===== config.mk =====
export PLATFORM = sky130hd
export DESIGN_NAME = periodic_task_tick_scheduler_core_flat
export DESIGN_NICKNAME = d
export VERILOG_FILES = /design/src/rtl/ptts_pkg.sv /design/src/rtl/ptts_req_if.sv /design/src/rtl/ptts_rsp_if.sv /design/src/rtl/ptts_task_regs.sv /design/src/rtl/periodic_task_tick_scheduler_core.sv /design/src/flat_wrapper.sv
export SDC_FILE = /design/constraint.sdc
export NUM_CORES = 1
export LEC_CHECK = 0
export BUFFER_PORTS_ARGS = -buffer_cell sky130_fd_sc_hd__buf_2
export CAP_MARGIN = 30
export CORE_MARGIN = 3
export CORE_UTILIZATION = 35
export CTS_BUF_LIST = sky130_fd_sc_hd__clkbuf_16
export DETAILED_ROUTE_END_ITERATION = 6
export PLACE_DENSITY = 0.51
export SLEW_MARGIN = 30
export SYNTH_ARGS = -nofsm -noshare
export SYNTH_HDL_FRONTEND = slang
export SYNTH_HIERARCHICAL = 1
export SYNTH_SLANG_ARGS = --single-unit

===== constraint.sdc =====
create_clock -name clk -period 4.6 [get_ports clk]
set_input_delay 0.46 -clock clk [delete_from_list [all_inputs] [get_ports clk]]
set_output_delay 0.46 -clock clk [all_outputs]
set_load 0.02 [all_outputs]

===== src/rtl/ptts_pkg.sv =====
// Package for the periodic task tick scheduler.
// Holds the configuration register indexes, reset constants and sequencer states.
// No dependencies.
`timescale 1ns / 1ps
`default_nettype none

package ptts_pkg;

  localparam int CFG_W     = 64;
  localparam int CFG_IDX_W = 2;
  localparam int COUNT_W   = 4;
  localparam int TASK_W    = 3;
  localparam int JOB_W     = 16;
  localparam int IDLE_W    = 16;

  typedef enum logic [CFG_IDX_W-1:0] {
    CFG_MODE       = 2'd0,
    CFG_TASK_COUNT = 2'd1,
    CFG_COMPUTE    = 2'd2,
    CFG_PERIODS    = 2'd3
  } cfg_index_t;

  localparam logic MODE_EDF = 1'b0;
  localparam logic MODE_RM  = 1'b1;

  localparam logic [CFG_W-1:0]   PACKED_RESET     = 64'h0101_0101_0101_0101;
  localparam logic [COUNT_W-1:0] TASK_COUNT_RESET = 4'd1;

  typedef enum logic [2:0] {
    ST_IDLE,
    ST_RELOAD,
    ST_SCAN,
    ST_UPDATE,
    ST_DONE
  } seq_state_t;

endpackage

`default_nettype wire


===== src/rtl/ptts_req_if.sv =====
// Request channel of the scheduler: one transaction per time slot.
// Depends on nothing but the valid/ready convention.
`timescale 1ns / 1ps
`default_nettype none

interface ptts_req_if;
  logic valid;
  logic ready;
  logic restart;

  modport source (output valid, output restart, input ready);
  modport sink   (input valid, input restart, output ready);
endinterface

`default_nettype wire


===== src/rtl/ptts_rsp_if.sv =====
// Response channel of the scheduler: one transaction per scheduled slot.
// Depends on ptts_pkg for the field widths.
`timescale 1ns / 1ps
`default_nettype none

interface ptts_rsp_if import ptts_pkg::*; ();
  logic              valid;
  logic              ready;
  logic              slot_idle;
  logic [TASK_W-1:0] task_index;
  logic [JOB_W-1:0]  job_number;
  logic              job_finished;
  logic [IDLE_W-1:0] idle_run_before;

  modport source (output valid, output slot_idle, output task_index, output job_number,
                  output job_finished, output idle_run_before, input ready);
  modport sink   (input valid, input slot_idle, input task_index, input job_number,
                  input job_finished, input idle_run_before, output ready);
endinterface

`default_nettype wire


===== src/rtl/ptts_task_regs.sv =====
// Per-task state store: compute left, deadline left, ready flag and job count.
// One read and one write per cycle at the same sweep index. Depends on ptts_pkg.
`timescale 1ns / 1ps
`default_nettype none

module ptts_task_regs import ptts_pkg::*; #(
  parameter int TASKS      = 8,
  parameter int VALUE_BITS = 8,
  parameter int IDX_W      = 3
) (
  input  wire logic                  clk,
  input  wire logic [IDX_W-1:0]      idx,
  input  wire logic                  we,
  input  wire logic [VALUE_BITS-1:0] wr_compute,
  input  wire logic [VALUE_BITS-1:0] wr_deadline,
  input  wire logic                  wr_ready,
  input  wire logic [JOB_W-1:0]      wr_job,
  output logic      [VALUE_BITS-1:0] rd_compute,
  output logic      [VALUE_BITS-1:0] rd_deadline,
  output logic                       rd_ready,
  output logic      [JOB_W-1:0]      rd_job
);

  logic [VALUE_BITS-1:0] compute_left  [TASKS];
  logic [VALUE_BITS-1:0] deadline_left [TASKS];
  logic                  ready_flag    [TASKS];
  logic [JOB_W-1:0]      job_count     [TASKS];

  always_ff @(posedge clk) begin
    if (we) begin
      compute_left[idx]  <= wr_compute;
      deadline_left[idx] <= wr_deadline;
      ready_flag[idx]    <= wr_ready;
      job_count[idx]     <= wr_job;
    end
  end

  assign rd_compute  = compute_left[idx];
  assign rd_deadline = deadline_left[idx];
  assign rd_ready    = ready_flag[idx];
  assign rd_job      = job_count[idx];

endmodule

`default_nettype wire


===== src/rtl/periodic_task_tick_scheduler_core.sv =====
// Periodic task tick scheduler: EDF or non-preemptive rate monotonic, one slot per request.
// Each accepted request walks the single task-state sweep port over the n tasks in use,
// once to scan and once to update, then loads the result into the output register, waiting
// there while that register still holds an unaccepted response; a restart first adds a
// reload pass over all TASKS entries. A new request is taken only once the sequencer is idle.
// Reset: synchronous, active high; afterwards a reload pass loads every task slot from the
// reset register values, during which no request is taken.
// Depends on ptts_pkg, ptts_req_if, ptts_rsp_if and ptts_task_regs.
`timescale 1ns / 1ps
`default_nettype none

module periodic_task_tick_scheduler_core import ptts_pkg::*; #(
  parameter int TASKS      = 8,
  parameter int VALUE_BITS = 8
) (
  input  wire logic                 clk,
  input  wire logic                 rst,
  ptts_req_if.sink                  req,
  ptts_rsp_if.source                rsp,
  input  wire logic                 cfg_we,
  input  wire logic [CFG_IDX_W-1:0] cfg_index,
  input  wire logic [CFG_W-1:0]     cfg_data
);

  // Sweep counter holds the task count itself; the index is its low part.
  localparam int CNT_W = $clog2(TASKS + 1);
  localparam int IDX_W = (TASKS > 1) ? $clog2(TASKS) : 1;
  localparam logic [VALUE_BITS-1:0] VAL_ONE = VALUE_BITS'(1);

  // Configuration registers.
  logic               mode;
  logic [COUNT_W-1:0] task_count;
  logic [CFG_W-1:0]   compute_times;
  logic [CFG_W-1:0]   periods;

  // Sequencer and working registers.
  seq_state_t            state, state_next;
  logic [CNT_W-1:0]      cnt;
  logic                  init_pass;
  logic                  found;
  logic                  keep;
  logic [VALUE_BITS-1:0] best;
  logic [IDX_W-1:0]      sel;
  logic [IDX_W-1:0]      cur;
  logic                  cur_valid;
  logic [IDLE_W-1:0]     idle_run;
  logic [JOB_W-1:0]      res_job;
  logic                  res_fin;

  // Output register.
  logic              out_valid;
  logic              out_idle;
  logic [TASK_W-1:0] out_task;
  logic [JOB_W-1:0]  out_job;
  logic              out_fin;
  logic [IDLE_W-1:0] out_idle_before;

  logic [IDX_W-1:0] idx;
  assign idx = cnt[IDX_W-1:0];

  // Tasks in use: zero counts as one, anything above TASKS as TASKS.
  logic [CNT_W-1:0] n_use;
  always_comb begin
    if (task_count == '0) begin
      n_use = CNT_W'(1);
    end else if ({1'b0, task_count} > (COUNT_W+1)'(TASKS)) begin
      n_use = CNT_W'(TASKS);
    end else begin
      n_use = CNT_W'(task_count);
    end
  end

  logic last_use;
  logic last_all;
  assign last_use = (CNT_W'(cnt + 1'b1) == n_use);
  assign last_all = (CNT_W'(cnt + 1'b1) == CNT_W'(TASKS));

  // Packed per-task values. The reload pass after reset takes the reset words so that
  // a register write landing during that pass cannot leak into the initial state.
  logic [CFG_W-1:0]      ct_src;
  logic [CFG_W-1:0]      pd_src;
  logic [VALUE_BITS-1:0] ct_slice [TASKS];
  logic [VALUE_BITS-1:0] pd_slice [TASKS];

  assign ct_src = init_pass ? PACKED_RESET : compute_times;
  assign pd_src = init_pass ? PACKED_RESET : periods;

  for (genvar k = 0; k < TASKS; k++) begin : g_slice
    localparam int LO = k * VALUE_BITS;
    if (LO + VALUE_BITS <= CFG_W) begin : g_full
      assign ct_slice[k] = ct_src[LO +: VALUE_BITS];
      assign pd_slice[k] = pd_src[LO +: VALUE_BITS];
    end else if (LO < CFG_W) begin : g_part
      // Slice runs off the top of the word; the missing bits read as zero.
      assign ct_slice[k] = VALUE_BITS'(ct_src[CFG_W-1:LO]);
      assign pd_slice[k] = VALUE_BITS'(pd_src[CFG_W-1:LO]);
    end else begin : g_none
      assign ct_slice[k] = '0;
      assign pd_slice[k] = '0;
    end
  end

  // A packed value of zero is used as one.
  logic [VALUE_BITS-1:0] pv_ct;
  logic [VALUE_BITS-1:0] pv_pd;
  assign pv_ct = (ct_slice[idx] == '0) ? VAL_ONE : ct_slice[idx];
  assign pv_pd = (pd_slice[idx] == '0) ? VAL_ONE : pd_slice[idx];

  // Task state store, swept one entry per cycle.
  logic                  st_we;
  logic [VALUE_BITS-1:0] wr_compute;
  logic [VALUE_BITS-1:0] wr_deadline;
  logic                  wr_ready;
  logic [JOB_W-1:0]      wr_job;
  logic [VALUE_BITS-1:0] rd_compute;
  logic [VALUE_BITS-1:0] rd_deadline;
  logic                  rd_ready;
  logic [JOB_W-1:0]      rd_job;

  ptts_task_regs #(
    .TASKS      (TASKS),
    .VALUE_BITS (VALUE_BITS),
    .IDX_W      (IDX_W)
  ) u_task_regs (
    .clk         (clk),
    .idx         (idx),
    .we          (st_we),
    .wr_compute  (wr_compute),
    .wr_deadline (wr_deadline),
    .wr_ready    (wr_ready),
    .wr_job      (wr_job),
    .rd_compute  (rd_compute),
    .rd_deadline (rd_deadline),
    .rd_ready    (rd_ready),
    .rd_job      (rd_job)
  );

  // Scan step: the compare unit checks the swept task against the best so far.
  // Earliest deadline first ranks by deadline left, rate monotonic by the live period.
  logic [VALUE_BITS-1:0] metric;
  logic                  better;
  logic                  keep_hit;
  assign metric   = (mode == MODE_RM) ? pv_pd : rd_deadline;
  assign better   = rd_ready && (!found || (metric < best));
  // In rate monotonic mode the task that ran last keeps the processor while ready.
  assign keep_hit = (mode == MODE_RM) && cur_valid && (cur == idx) && rd_ready;

  logic [IDX_W-1:0] sel_eff;
  logic             found_eff;
  assign sel_eff   = keep ? cur : sel;
  assign found_eff = keep || found;

  // Update step: charge the chosen task one unit, then count down the period of every task in use.
  logic                  hit;
  logic [VALUE_BITS-1:0] c_dec;
  logic [VALUE_BITS-1:0] c_after;
  logic                  fin;
  logic                  rdy_after;
  logic [JOB_W-1:0]      job_after;
  logic                  dl_expired;
  assign hit        = found_eff && (idx == sel_eff);
  assign c_dec      = (rd_compute != '0) ? VALUE_BITS'(rd_compute - 1'b1) : rd_compute;
  assign c_after    = hit ? c_dec : rd_compute;
  assign fin        = hit && (c_dec == '0);
  assign rdy_after  = fin ? 1'b0 : rd_ready;
  assign job_after  = fin ? JOB_W'(rd_job + 1'b1) : rd_job;
  assign dl_expired = (rd_deadline <= VAL_ONE);

  logic out_load;
  assign out_load = (state == ST_DONE) && (!out_valid || rsp.ready);

  // Next state.
  always_comb begin
    state_next = state;
    unique case (state)
      ST_IDLE: begin
        if (req.valid) begin
          state_next = req.restart ? ST_RELOAD : ST_SCAN;
        end
      end
      ST_RELOAD: begin
        if (last_all) begin
          state_next = init_pass ? ST_IDLE : ST_SCAN;
        end
      end
      ST_SCAN: begin
        if (last_use) begin
          state_next = ST_UPDATE;
        end
      end
      ST_UPDATE: begin
        if (last_use) begin
          state_next = ST_DONE;
        end
      end
      ST_DONE: begin
        if (out_load) begin
          state_next = ST_IDLE;
        end
      end
      default: state_next = ST_IDLE;
    endcase
  end

  // Store write data per state.
  always_comb begin
    st_we       = 1'b0;
    wr_compute  = pv_ct;
    wr_deadline = pv_pd;
    wr_ready    = 1'b1;
    wr_job      = JOB_W'(1);
    unique case (state)
      ST_RELOAD: begin
        st_we = 1'b1;
      end
      ST_UPDATE: begin
        st_we       = 1'b1;
        wr_compute  = dl_expired ? pv_ct : c_after;
        wr_deadline = dl_expired ? pv_pd : VALUE_BITS'(rd_deadline - 1'b1);
        wr_ready    = dl_expired || rdy_after;
        wr_job      = job_after;
      end
      ST_IDLE, ST_SCAN, ST_DONE: begin
        st_we = 1'b0;
      end
      default: st_we = 1'b0;
    endcase
  end

  assign req.ready = (state == ST_IDLE);

  // Configuration registers.
  always_ff @(posedge clk) begin
    if (rst) begin
      mode          <= MODE_EDF;
      task_count    <= TASK_COUNT_RESET;
      compute_times <= PACKED_RESET;
      periods       <= PACKED_RESET;
    end else if (cfg_we) begin
      unique case (cfg_index_t'(cfg_index))
        CFG_MODE:       mode          <= cfg_data[0];
        CFG_TASK_COUNT: task_count    <= cfg_data[COUNT_W-1:0];
        CFG_COMPUTE:    compute_times <= cfg_data;
        CFG_PERIODS:    periods       <= cfg_data;
        default:        mode          <= mode;
      endcase
    end
  end

  // Sequencer and working registers.
  always_ff @(posedge clk) begin
    if (rst) begin
      state     <= ST_RELOAD;
      cnt       <= '0;
      init_pass <= 1'b1;
      found     <= 1'b0;
      keep      <= 1'b0;
      cur_valid <= 1'b0;
      idle_run  <= '0;
    end else begin
      state <= state_next;
      unique case (state)
        ST_IDLE: begin
          if (req.valid) begin
            cnt     <= '0;
            found   <= 1'b0;
            keep    <= 1'b0;
            res_fin <= 1'b0;
            res_job <= '0;
          end
        end
        ST_RELOAD: begin
          // Restart and reset forget the running task and the idle count.
          cur_valid <= 1'b0;
          idle_run  <= '0;
          cnt       <= last_all ? '0 : CNT_W'(cnt + 1'b1);
          if (last_all) begin
            init_pass <= 1'b0;
          end
        end
        ST_SCAN: begin
          if (better) begin
            best  <= metric;
            sel   <= idx;
            found <= 1'b1;
          end
          if (keep_hit) begin
            keep <= 1'b1;
          end
          cnt <= last_use ? '0 : CNT_W'(cnt + 1'b1);
        end
        ST_UPDATE: begin
          if (hit) begin
            res_job <= rd_job;
            res_fin <= fin;
          end
          cnt <= last_use ? '0 : CNT_W'(cnt + 1'b1);
        end
        ST_DONE: begin
          if (out_load) begin
            if (found_eff) begin
              cur       <= sel_eff;
              cur_valid <= 1'b1;
              idle_run  <= '0;
            end else if (idle_run != '1) begin
              idle_run <= IDLE_W'(idle_run + 1'b1);
            end
          end
        end
        default: cnt <= '0;
      endcase
    end
  end

  // Task index reported on three bits, zero extended or masked as needed.
  logic [IDX_W+TASK_W-1:0] sel_wide;
  assign sel_wide = {{TASK_W{1'b0}}, sel_eff};

  // Output register: a finished result waits here while the next request is taken.
  always_ff @(posedge clk) begin
    if (rst) begin
      out_valid <= 1'b0;
    end else if (out_load) begin
      out_valid <= 1'b1;
    end else if (rsp.ready) begin
      out_valid <= 1'b0;
    end
  end

  always_ff @(posedge clk) begin
    if (out_load) begin
      out_idle        <= !found_eff;
      out_task        <= found_eff ? sel_wide[TASK_W-1:0] : '0;
      out_job         <= found_eff ? res_job : '0;
      out_fin         <= found_eff && res_fin;
      out_idle_before <= found_eff ? idle_run : '0;
    end
  end

  assign rsp.valid           = out_valid;
  assign rsp.slot_idle       = out_idle;
  assign rsp.task_index      = out_task;
  assign rsp.job_number      = out_job;
  assign rsp.job_finished    = out_fin;
  assign rsp.idle_run_before = out_idle_before;

endmodule

`default_nettype wire


===== src/flat_wrapper.sv =====
// flat-port wrapper written by rule: the top's interface ports become plain ports
module periodic_task_tick_scheduler_core_flat import ptts_pkg::*;
#(
  parameter int TASKS      = 8,
  parameter int VALUE_BITS = 8
)
  (clk, rst, cfg_we, cfg_index, cfg_data, req_valid, req_restart, req_ready, rsp_valid, rsp_slot_idle, rsp_task_index, rsp_job_number, rsp_job_finished, rsp_idle_run_before, rsp_ready);
  ptts_req_if req_i ();
  ptts_rsp_if rsp_i ();
  input  wire logic clk;
  input  wire logic rst;
  input  wire logic cfg_we;
  input  wire logic [CFG_IDX_W-1:0] cfg_index;
  input  wire logic [CFG_W-1:0] cfg_data;
  input wire logic [$bits(req_i.valid)-1:0] req_valid;
  input wire logic [$bits(req_i.restart)-1:0] req_restart;
  output wire logic [$bits(req_i.ready)-1:0] req_ready;
  output wire logic [$bits(rsp_i.valid)-1:0] rsp_valid;
  output wire logic [$bits(rsp_i.slot_idle)-1:0] rsp_slot_idle;
  output wire logic [$bits(rsp_i.task_index)-1:0] rsp_task_index;
  output wire logic [$bits(rsp_i.job_number)-1:0] rsp_job_number;
  output wire logic [$bits(rsp_i.job_finished)-1:0] rsp_job_finished;
  output wire logic [$bits(rsp_i.idle_run_before)-1:0] rsp_idle_run_before;
  input wire logic [$bits(rsp_i.ready)-1:0] rsp_ready;
  assign req_i.valid = req_valid;
  assign req_i.restart = req_restart;
  assign req_ready = req_i.ready;
  assign rsp_valid = rsp_i.valid;
  assign rsp_slot_idle = rsp_i.slot_idle;
  assign rsp_task_index = rsp_i.task_index;
  assign rsp_job_number = rsp_i.job_number;
  assign rsp_job_finished = rsp_i.job_finished;
  assign rsp_idle_run_before = rsp_i.idle_run_before;
  assign rsp_i.ready = rsp_ready;
  periodic_task_tick_scheduler_core #(.TASKS(TASKS), .VALUE_BITS(VALUE_BITS)) u_core (.clk(clk), .rst(rst), .req(req_i), .rsp(rsp_i), .cfg_we(cfg_we), .cfg_index(cfg_index), .cfg_data(cfg_data));
endmodule

==> impl_results.md, run 1 <==
- Status: finished, final reports clean
- DR WL/cell: slightly above 20 um
- Reg clk slew, reported paths: about 0.06 ns
- FP Rows: 89
- Min-Delay Path Class: input pin to register
- Setup TNS: 0 ns
- CTS max path bufs: 3
- Final net count: about 2,000
- Initial antenna violation count: 1
- Max Freq: between 0.2 and 0.25 GHz
- Crit-path leading delay family: compound AO/OA/AOI/OAI gates
- # DRC: 0
- Layout area overhead: 15.1%
- Hold WS: 0.0882 ns
- Clk sinks: 493
- Crit path DAT: about 4.5 ns
- Number of global-route vias before repair: 14,200
- Place WS: 0.310 ns
- Rel. slew slack: approximately a third
- Initial Util: a little over a third
- Gr usage total: around 17%
- Top FF cell, synth: edfxtp_1
- VDD IR max: roughly 240 uV
- Register area share after synthesis: between 60% and 70%
- Post-Syn Nets: ~1,800
- Power Density: between 400 and 500 nW/um2
- Most frequent cells in the layout: edfxtp_1 (332), nand2_1 (301), dfxtp_1 (158), a21oi_1 (135), buf_2 (109)
- CTS root buf: clkbuf_16
- Post-synth ARST share: 0%
- Seq cells post-synth: 493
- Postcts setup bufs: 0
- Clock latency on the worst-skew pair: roughly 0.60 ns
- Core ar.: 59,600 um2
- Initial DRT Pass Iterations: 5
- Chip width: between 200 and 300 um
- Diodes inserted: 0
- Via count: about 14,000
- Pin count of the biggest net entering global routing: 79
- Post-DP HPWL: about 37,000 um
- Max-slew violations: 0
- Crit Path Max Fanout: 32
- Fraction of the cycle the final worst path needs: 91.2%
- Unique masters post-synth: between 70 and 80
- Cts bufs inserted: 54
- Routed Antenna Nets: 0
- CTS tree: yes
- DR iter-0 viols: roughly 1,000
- Boundary Pins: about 110
- Final setup viols: 0
- First-pass GRT wire length: around 85,000 um
- Number of enable flip-flop cells after synthesis: about 330
- Die H: around 250 um
- Crit path largest cell delay: about 0.55 ns
- Crit path buf inv count: 3
- Final GP Congestion: between 0.7 and 0.8
- Vias per cell: 5.28
- Routed wire length: 55,400 um
- Leak: 8.14 nW
- Post-CTS Resized: 0
- Gr ovfl total: 0
- Worst-Margin Slew: between 0.9 and 1 ns
- CTS H-tree lvls: 2
- Slowest CP cell: dfxtp_4
- Mapped cell area: 21,300 um2
- Setup crit end kind: register
- Syn avg cell area: around 12 um2
- Share of cells above drive strength 1: around a fifth
- Cts hold-fix bufs: 0
- Die area: between 60,000 and 70,000 um2
- Skew final: approximately 0.04 ns
- Tmin final: between 4 and 5 ns
- Most common cell after layout, fill and taps aside: edfxtp_1
- Pwr Total: about 11 mW
- Startpoint types: register
- Fin worst setup slack: 0.403 ns
- Final Hold Fails: 0
- Count of maximum capacitance violations: 0
- Port Buf Inserts: 110
- Req. time, crit path: 4.92 ns
- Synth warn: 6
- Crit-path cells: buf_4 > mux2i_1 > nor2_1 > a221oi_1 > o21ai_0 > inv_1 > ha_1 > nor2b_1 > nand4b_1 > a311oi_1 > o211ai_2 > buf_12 > or4_1 > a21oi_1
- Mapped Cells: ~1,700
- Critical path class: register to register
- RSZ-0062 raised after global routing: no
-- where the power goes --
group	switching (mW)	internal, mW	total (mW)
clock	1.71	2.17	3.89
combinational	1.35	0.828	2.17
sequential	0.120	5.02	5.14
-- routing by layer --
metal / track usage, % / part of all wire, % / vias to the layer above
met2: 28.6 / 47 / 354
li1: - / - / 6706
met3: 2.55 / 5.0 / 84
met5: 0 / 0.022 / -
met4: 5.19 / 2.3 / 2
met1: 23.7 / 45 / 6980
-- kinds of logic after synthesis --
family                     after synthesis  share of synthesized area [%]
and+or+nand+nor                        599                           13.4
DFF                                    493                           62.0
AOI/OAI and AO/OA                      313                           9.09
muxes                                  162                           10.7
buffers and inverters                  140                           2.86
xor gates and xnor gates                27                           1.18
adders and majority gates               14                          0.823
-- path summary, 6_finish.rpt --
kind | from | to | slack [ns] | cells past startpoint
min reg2reg | u_core/periods[55] | u_core/periods[55] | 0.45 | 2
min | cfg_data[48] | u_core/compute_times[48] | 0.09 | 3
max | u_core/cnt[0] | u_core/u_task_regs/job_count[7][9] | 0.40 | 14
max reg2reg | u_core/cnt[0] | u_core/u_task_regs/job_count[7][9] | 0.40 | 14
-- synthesized netlist by cell type, types with 17 or more instances --
master | n | share of area (%)
nor2b_1 | 47 | 1.4
edfxtp_1 | 332 | 47
a22oi_1 | 27 | 0.95
a221oi_1 | 25 | 1.0
inv_1 | 22 | 0.39
mux2_2 | 69 | 3.7
nor2_1 | 86 | 1.5
a21oi_1 | 140 | 3.3
dfxtp_1 | 161 | 15
o21ai_0 | 40 | 0.94
mux2i_1 | 47 | 2.2
and3_1 | 24 | 0.71
nand3_1 | 25 | 0.59
clkbuf_1 | 74 | 1.3
xor2_1 | 19 | 0.78
nand3b_1 | 20 | 0.71
mux4_2 | 44 | 4.7
nand4_1 | 17 | 0.50
nand2_1 | 301 | 5.3
buf_2 | 25 | 0.59
-- stage by stage --
| step | cells | area [um2] | util [%] |
|---|---|---|---|
| 4_1_cts | 2676 | 24500 | 41.1 |
| 3_3_place_gp | 2578 | 22900 | 38.4 |
| 5_1_grt | 2676 | 24500 | 41.1 |
| 3_5_place_dp | 2578 | 22900 | 38.4 |
| 6_report | 2676 | 24500 | 41.1 |
| 2_1_floorplan | 1748 | 21300 | - |
-- layout make-up --
type,instances,area (um2)
Clock inverter,44,234
Clock buffer,54,1350
Timing Repair Buffer,175,1090
Inverter,22,82.6
Fill cell,5603,35100
Tap cell,773,967
Multi-Input combinational cell,1115,7550
Sequential cell,493,13200
-- flip-flops by register name (all words and copies together) (netlist names), 4 cells and up --
register	count
u_core/rsp.job_number	16
u_core/u_task_regs/deadline_left	64
u_core/best	8
u_core/u_task_regs/ready_flag	8
u_core/rsp.idle_run_before	16
u_core/idle_run	16
u_core/u_task_regs/compute_left	64
u_core/u_task_regs/job_count	128
u_core/periods	64
u_core/res_job	16
u_core/task_count	4
u_core/compute_times	64
u_core/cnt	4
-- worst register-to-register path: stages, from the launching register on --
cell	delay (ns)
dfxtp_4	0.55
buf_4	0.29
mux2i_1	0.22
nor2_1	0.06
a221oi_1	0.19
o21ai_0	0.16
inv_1	0.15
ha_1	0.30
nor2b_1	0.21
nand4b_1	0.12
a311oi_1	0.32
o211ai_2	0.16
buf_12	0.20
or4_1	0.52
a21oi_1	0.45
Note: power is estimated with default switching activity, not from simulation.
==> inputs of run 2 (changes only) <==
--- a/config.mk
+++ b/config.mk
@@ -5,13 +5,15 @@
 export SDC_FILE = /design/constraint.sdc
 export NUM_CORES = 1
 export LEC_CHECK = 0
+export ABC_AREA = 1
 export BUFFER_PORTS_ARGS = -buffer_cell sky130_fd_sc_hd__buf_2
-export CAP_MARGIN = 30
+export CAP_MARGIN = 10
 export CORE_MARGIN = 3
 export CORE_UTILIZATION = 35
 export CTS_BUF_LIST = sky130_fd_sc_hd__clkbuf_16
 export DETAILED_ROUTE_END_ITERATION = 6
 export PLACE_DENSITY = 0.51
+export RECOVER_POWER = 50
 export SLEW_MARGIN = 30
 export SYNTH_ARGS = -nofsm -noshare
 export SYNTH_HDL_FRONTEND = slang
==> impl_results.md, run 2 <==
- Area leader, netlist: edfxtp_1
- Min-Delay Path Class: input pin to register
- Share of the synthesized area in the top cell type: ~44%
- Syn avg cell area: just under 9 um2
- DR iter-0 viols: about 1,500
- Core ar.: between 60,000 and 70,000 um2
- Area of the multi-input gates: around 7300 um2
- Clk sinks: 493
- Routed wire length: between 60,000 and 70,000 um
- Top FF cell, synth: edfxtp_1
- Most frequent cell after synthesis: nand2_1
- CTS max path bufs: 3
- Crit path DAT: between 4 and 5 ns
- Layout area overhead: 14.2%
- Fraction of the cycle the final worst path needs: slightly below 90%
- Initial Util: approximately 35%
- CTS H-tree lvls: 2
- Final net count: between 2,000 and 3,000
- Reg clk slew, reported paths: about 0.06 ns
- Setup crit end kind: register
- Mapped cell area: 22,500 um2
- Gr ovfl total: 0
- Gr usage total: 18.1%
- Violated checks: capacitance limit, slew limit
- Die H: around 260 um
- Leak: roughly 11 nW
- Most common library cells after synthesis: nand2_1 (761), inv_1 (336), edfxtp_1 (332), nor2_1 (269), o21ai_0 (174)
- Worst-Margin Slew: 2.55 ns
- First-pass GRT wire length: 95,700 um
- Port Buf Inserts: between 100 and 150
- Placed cells: between 3,000 and 4,000
- Most frequent cells in the layout: nand2_1 (761), inv_1 (346), edfxtp_1 (332), nor2_1 (268), o21ai_0 (176)
- Worst path most repeated cell: nand2_1
- CTS tree: yes
- VDD IR max: approximately 310 uV
- FP Rows: 92
- Reg area: 13,200 um2
- Final setup viols: 0
- Final Hold Fails: 0
- Vias per cell: around 4.8
- Max Freq: 0.247 GHz
- Initial antenna violation count: 1
- Skew final: ~0.043 ns
- Number of global-route vias before repair: ~17,000
- Share of cells above drive strength 1: under 10%
- Routed Antenna Nets: 0
- Via count: 17,200
- Diodes inserted: 0
- Crit path largest cell delay: ~0.58 ns
- Clock latency on the worst-skew pair: a little over 0.6 ns
- Status: finished with violations
- Final GP Congestion: ~0.91
- Cts hold-fix bufs: 0
- Synth top area cells: edfxtp_1 (44%), dfxtp_1 (14%), nand2_1 (13%)
- Largest register FFs: between 100 and 150
- Crit-path leading delay family: simple AND/OR/NAND/NOR gates
- Synth warn: 6
- Initial DRT Pass Iterations: 5
- Die area: around 67,000 um2
- Count of maximum capacitance violations: 9
- CTS root buf: clkbuf_16
- Mapped Cells: 2,589
- # DRC: 0
- Post-Syn Nets: 2,675
- Crit-path cells: inv_1 > nor2_1 > buf_4 > nand3_1 > nand2_1 > inv_1 > nand2_1 > inv_2 > nand3_2 > nor2_1 > o21ai_1 > nand4_2 > nor4_4 > nand2_1 > a21oi_1
- Post-synth ARST share: 0%
- Most common cell after layout, fill and taps aside: nand2_1
- Seq cells post-synth: around 500
- RSZ-0062 raised after global routing: no
- Tmin final: between 4 and 5 ns
- Rel. slew slack: -70.7%
- Register area share after synthesis: 58.7%
- Setup TNS: 0 ns
- Fill cells: around 6,400
- Crit Path Max Fanout: 15
- Unique masters post-synth: 55
- Postcts setup bufs: 0
- Post-CTS Resized: 0
- Chip width: between 200 and 300 um
- Crit path buf inv count: 4
- Power Density: 585 nW/um2
- Largest Register: u_core/u_task_regs/job_count
- Req. time, crit path: ~4.9 ns
- DR WL/cell: roughly 17 um
- Pwr Total: about 15 mW
- Cts bufs inserted: 55
- Pin count of the biggest net entering global routing: 97
- Final Instance Count excl. Fillers: about 3,600
- Critical path class: register to register
- Max-slew violations: ~260
- Startpoint types: register
- Post-DP HPWL: just over 40,000 um
- Boundary Pins: between 100 and 150
- Slowest CP cell: a21oi_1
- Number of enable flip-flop cells after synthesis: roughly 330
## run 2: changes by cell type after synthesis, moves of 24 or more
cell / previous run / this run
mux2_2: 69 / 0
mux2i_1: 47 / 1
nand3_1: 25 / 153
inv_1: 22 / 336
a21oi_1: 140 / 100
a22oi_1: 27 / 3
nor2b_1: 47 / 0
nand2_1: 301 / 761
o21ai_0: 40 / 174
mux4_2: 44 / 0
nor2_1: 86 / 269
## run 2: final timing paths
path | from | end | slack, ns | cells after the start
max | u_core/cnt[2] | u_core/u_task_regs/job_count[3][4] | 0.55 | 15
max reg2reg | u_core/cnt[2] | u_core/u_task_regs/job_count[3][4] | 0.55 | 15
min | cfg_data[40] | u_core/periods[40] | 0.07 | 3
min reg2reg | u_core/periods[50] | u_core/periods[50] | 0.45 | 2
## run 2: cell type report
type                    count  area share [%]
flip-flops and latches    493            51.4
clock inverters            46            1.59
well taps                 846            4.12
inverters                 354            5.23
multi-input cells        1616            28.6
clock buffers              56            5.46
repair buffers            172            3.60
## run 2: worst register-to-register path, delay by kind of cell (launching register included)
family / cells / cell delay, ns
compound gates: 2 / 0.91
buf+inv: 4 / 0.71
flops: 1 / 0.38
simple gates: 9 / 1.75
## run 2: kinds of logic (layout without fill, tap and decap cells)
family / count (synthesis) / after routing / synth area share, %
adder cells (fa/ha/maj): 14 / 14 / 0.780
buffers and inverters: 480 / 628 / 8.67
flip-flops: 493 / 493 / 58.7
multiplexers: 1 / 1 / 0.0446
AO/OA/AOI/OAI: 332 / 332 / 8.12
XOR/XNOR: 25 / 25 / 1.01
AND/OR/NAND/NOR: 1244 / 1244 / 22.7
## run 2: where the power goes
part,switching [mW],internal (mW)
logic,3.71,1.33
clock network,1.84,2.51
registers,0.153,5.47
## run 2: metal layers
metal	vias up	part of all wire (%)	wire length, um	GRT usage (%)
met5	-	0	0	0
met4	0	3.0	1820	6.07
met3	116	4.6	2860	2.22
met2	444	46	28200	29.5
met1	8079	47	28700	25.1
li1	8560	-	-	-
## run 2: metrics by stage
| step | setup slack [ns] | hold WS (ns) | cell area [um2] | utilization [%] |
|---|---|---|---|---|
| after global routing | 0.186 | 0.0536 | 25700 | 40.5 |
| after CTS | 0.603 | 0.0332 | 25800 | 40.8 |
| after detailed placement | 0.638 | 0.446 | 24000 | 38.0 |
| after floorplan | 0.930 | 0.424 | 22500 | - |
| after global placement | 0.808 | 0.440 | 24000 | 38.0 |
| final | 0.554 | 0.0703 | 25700 | 40.5 |
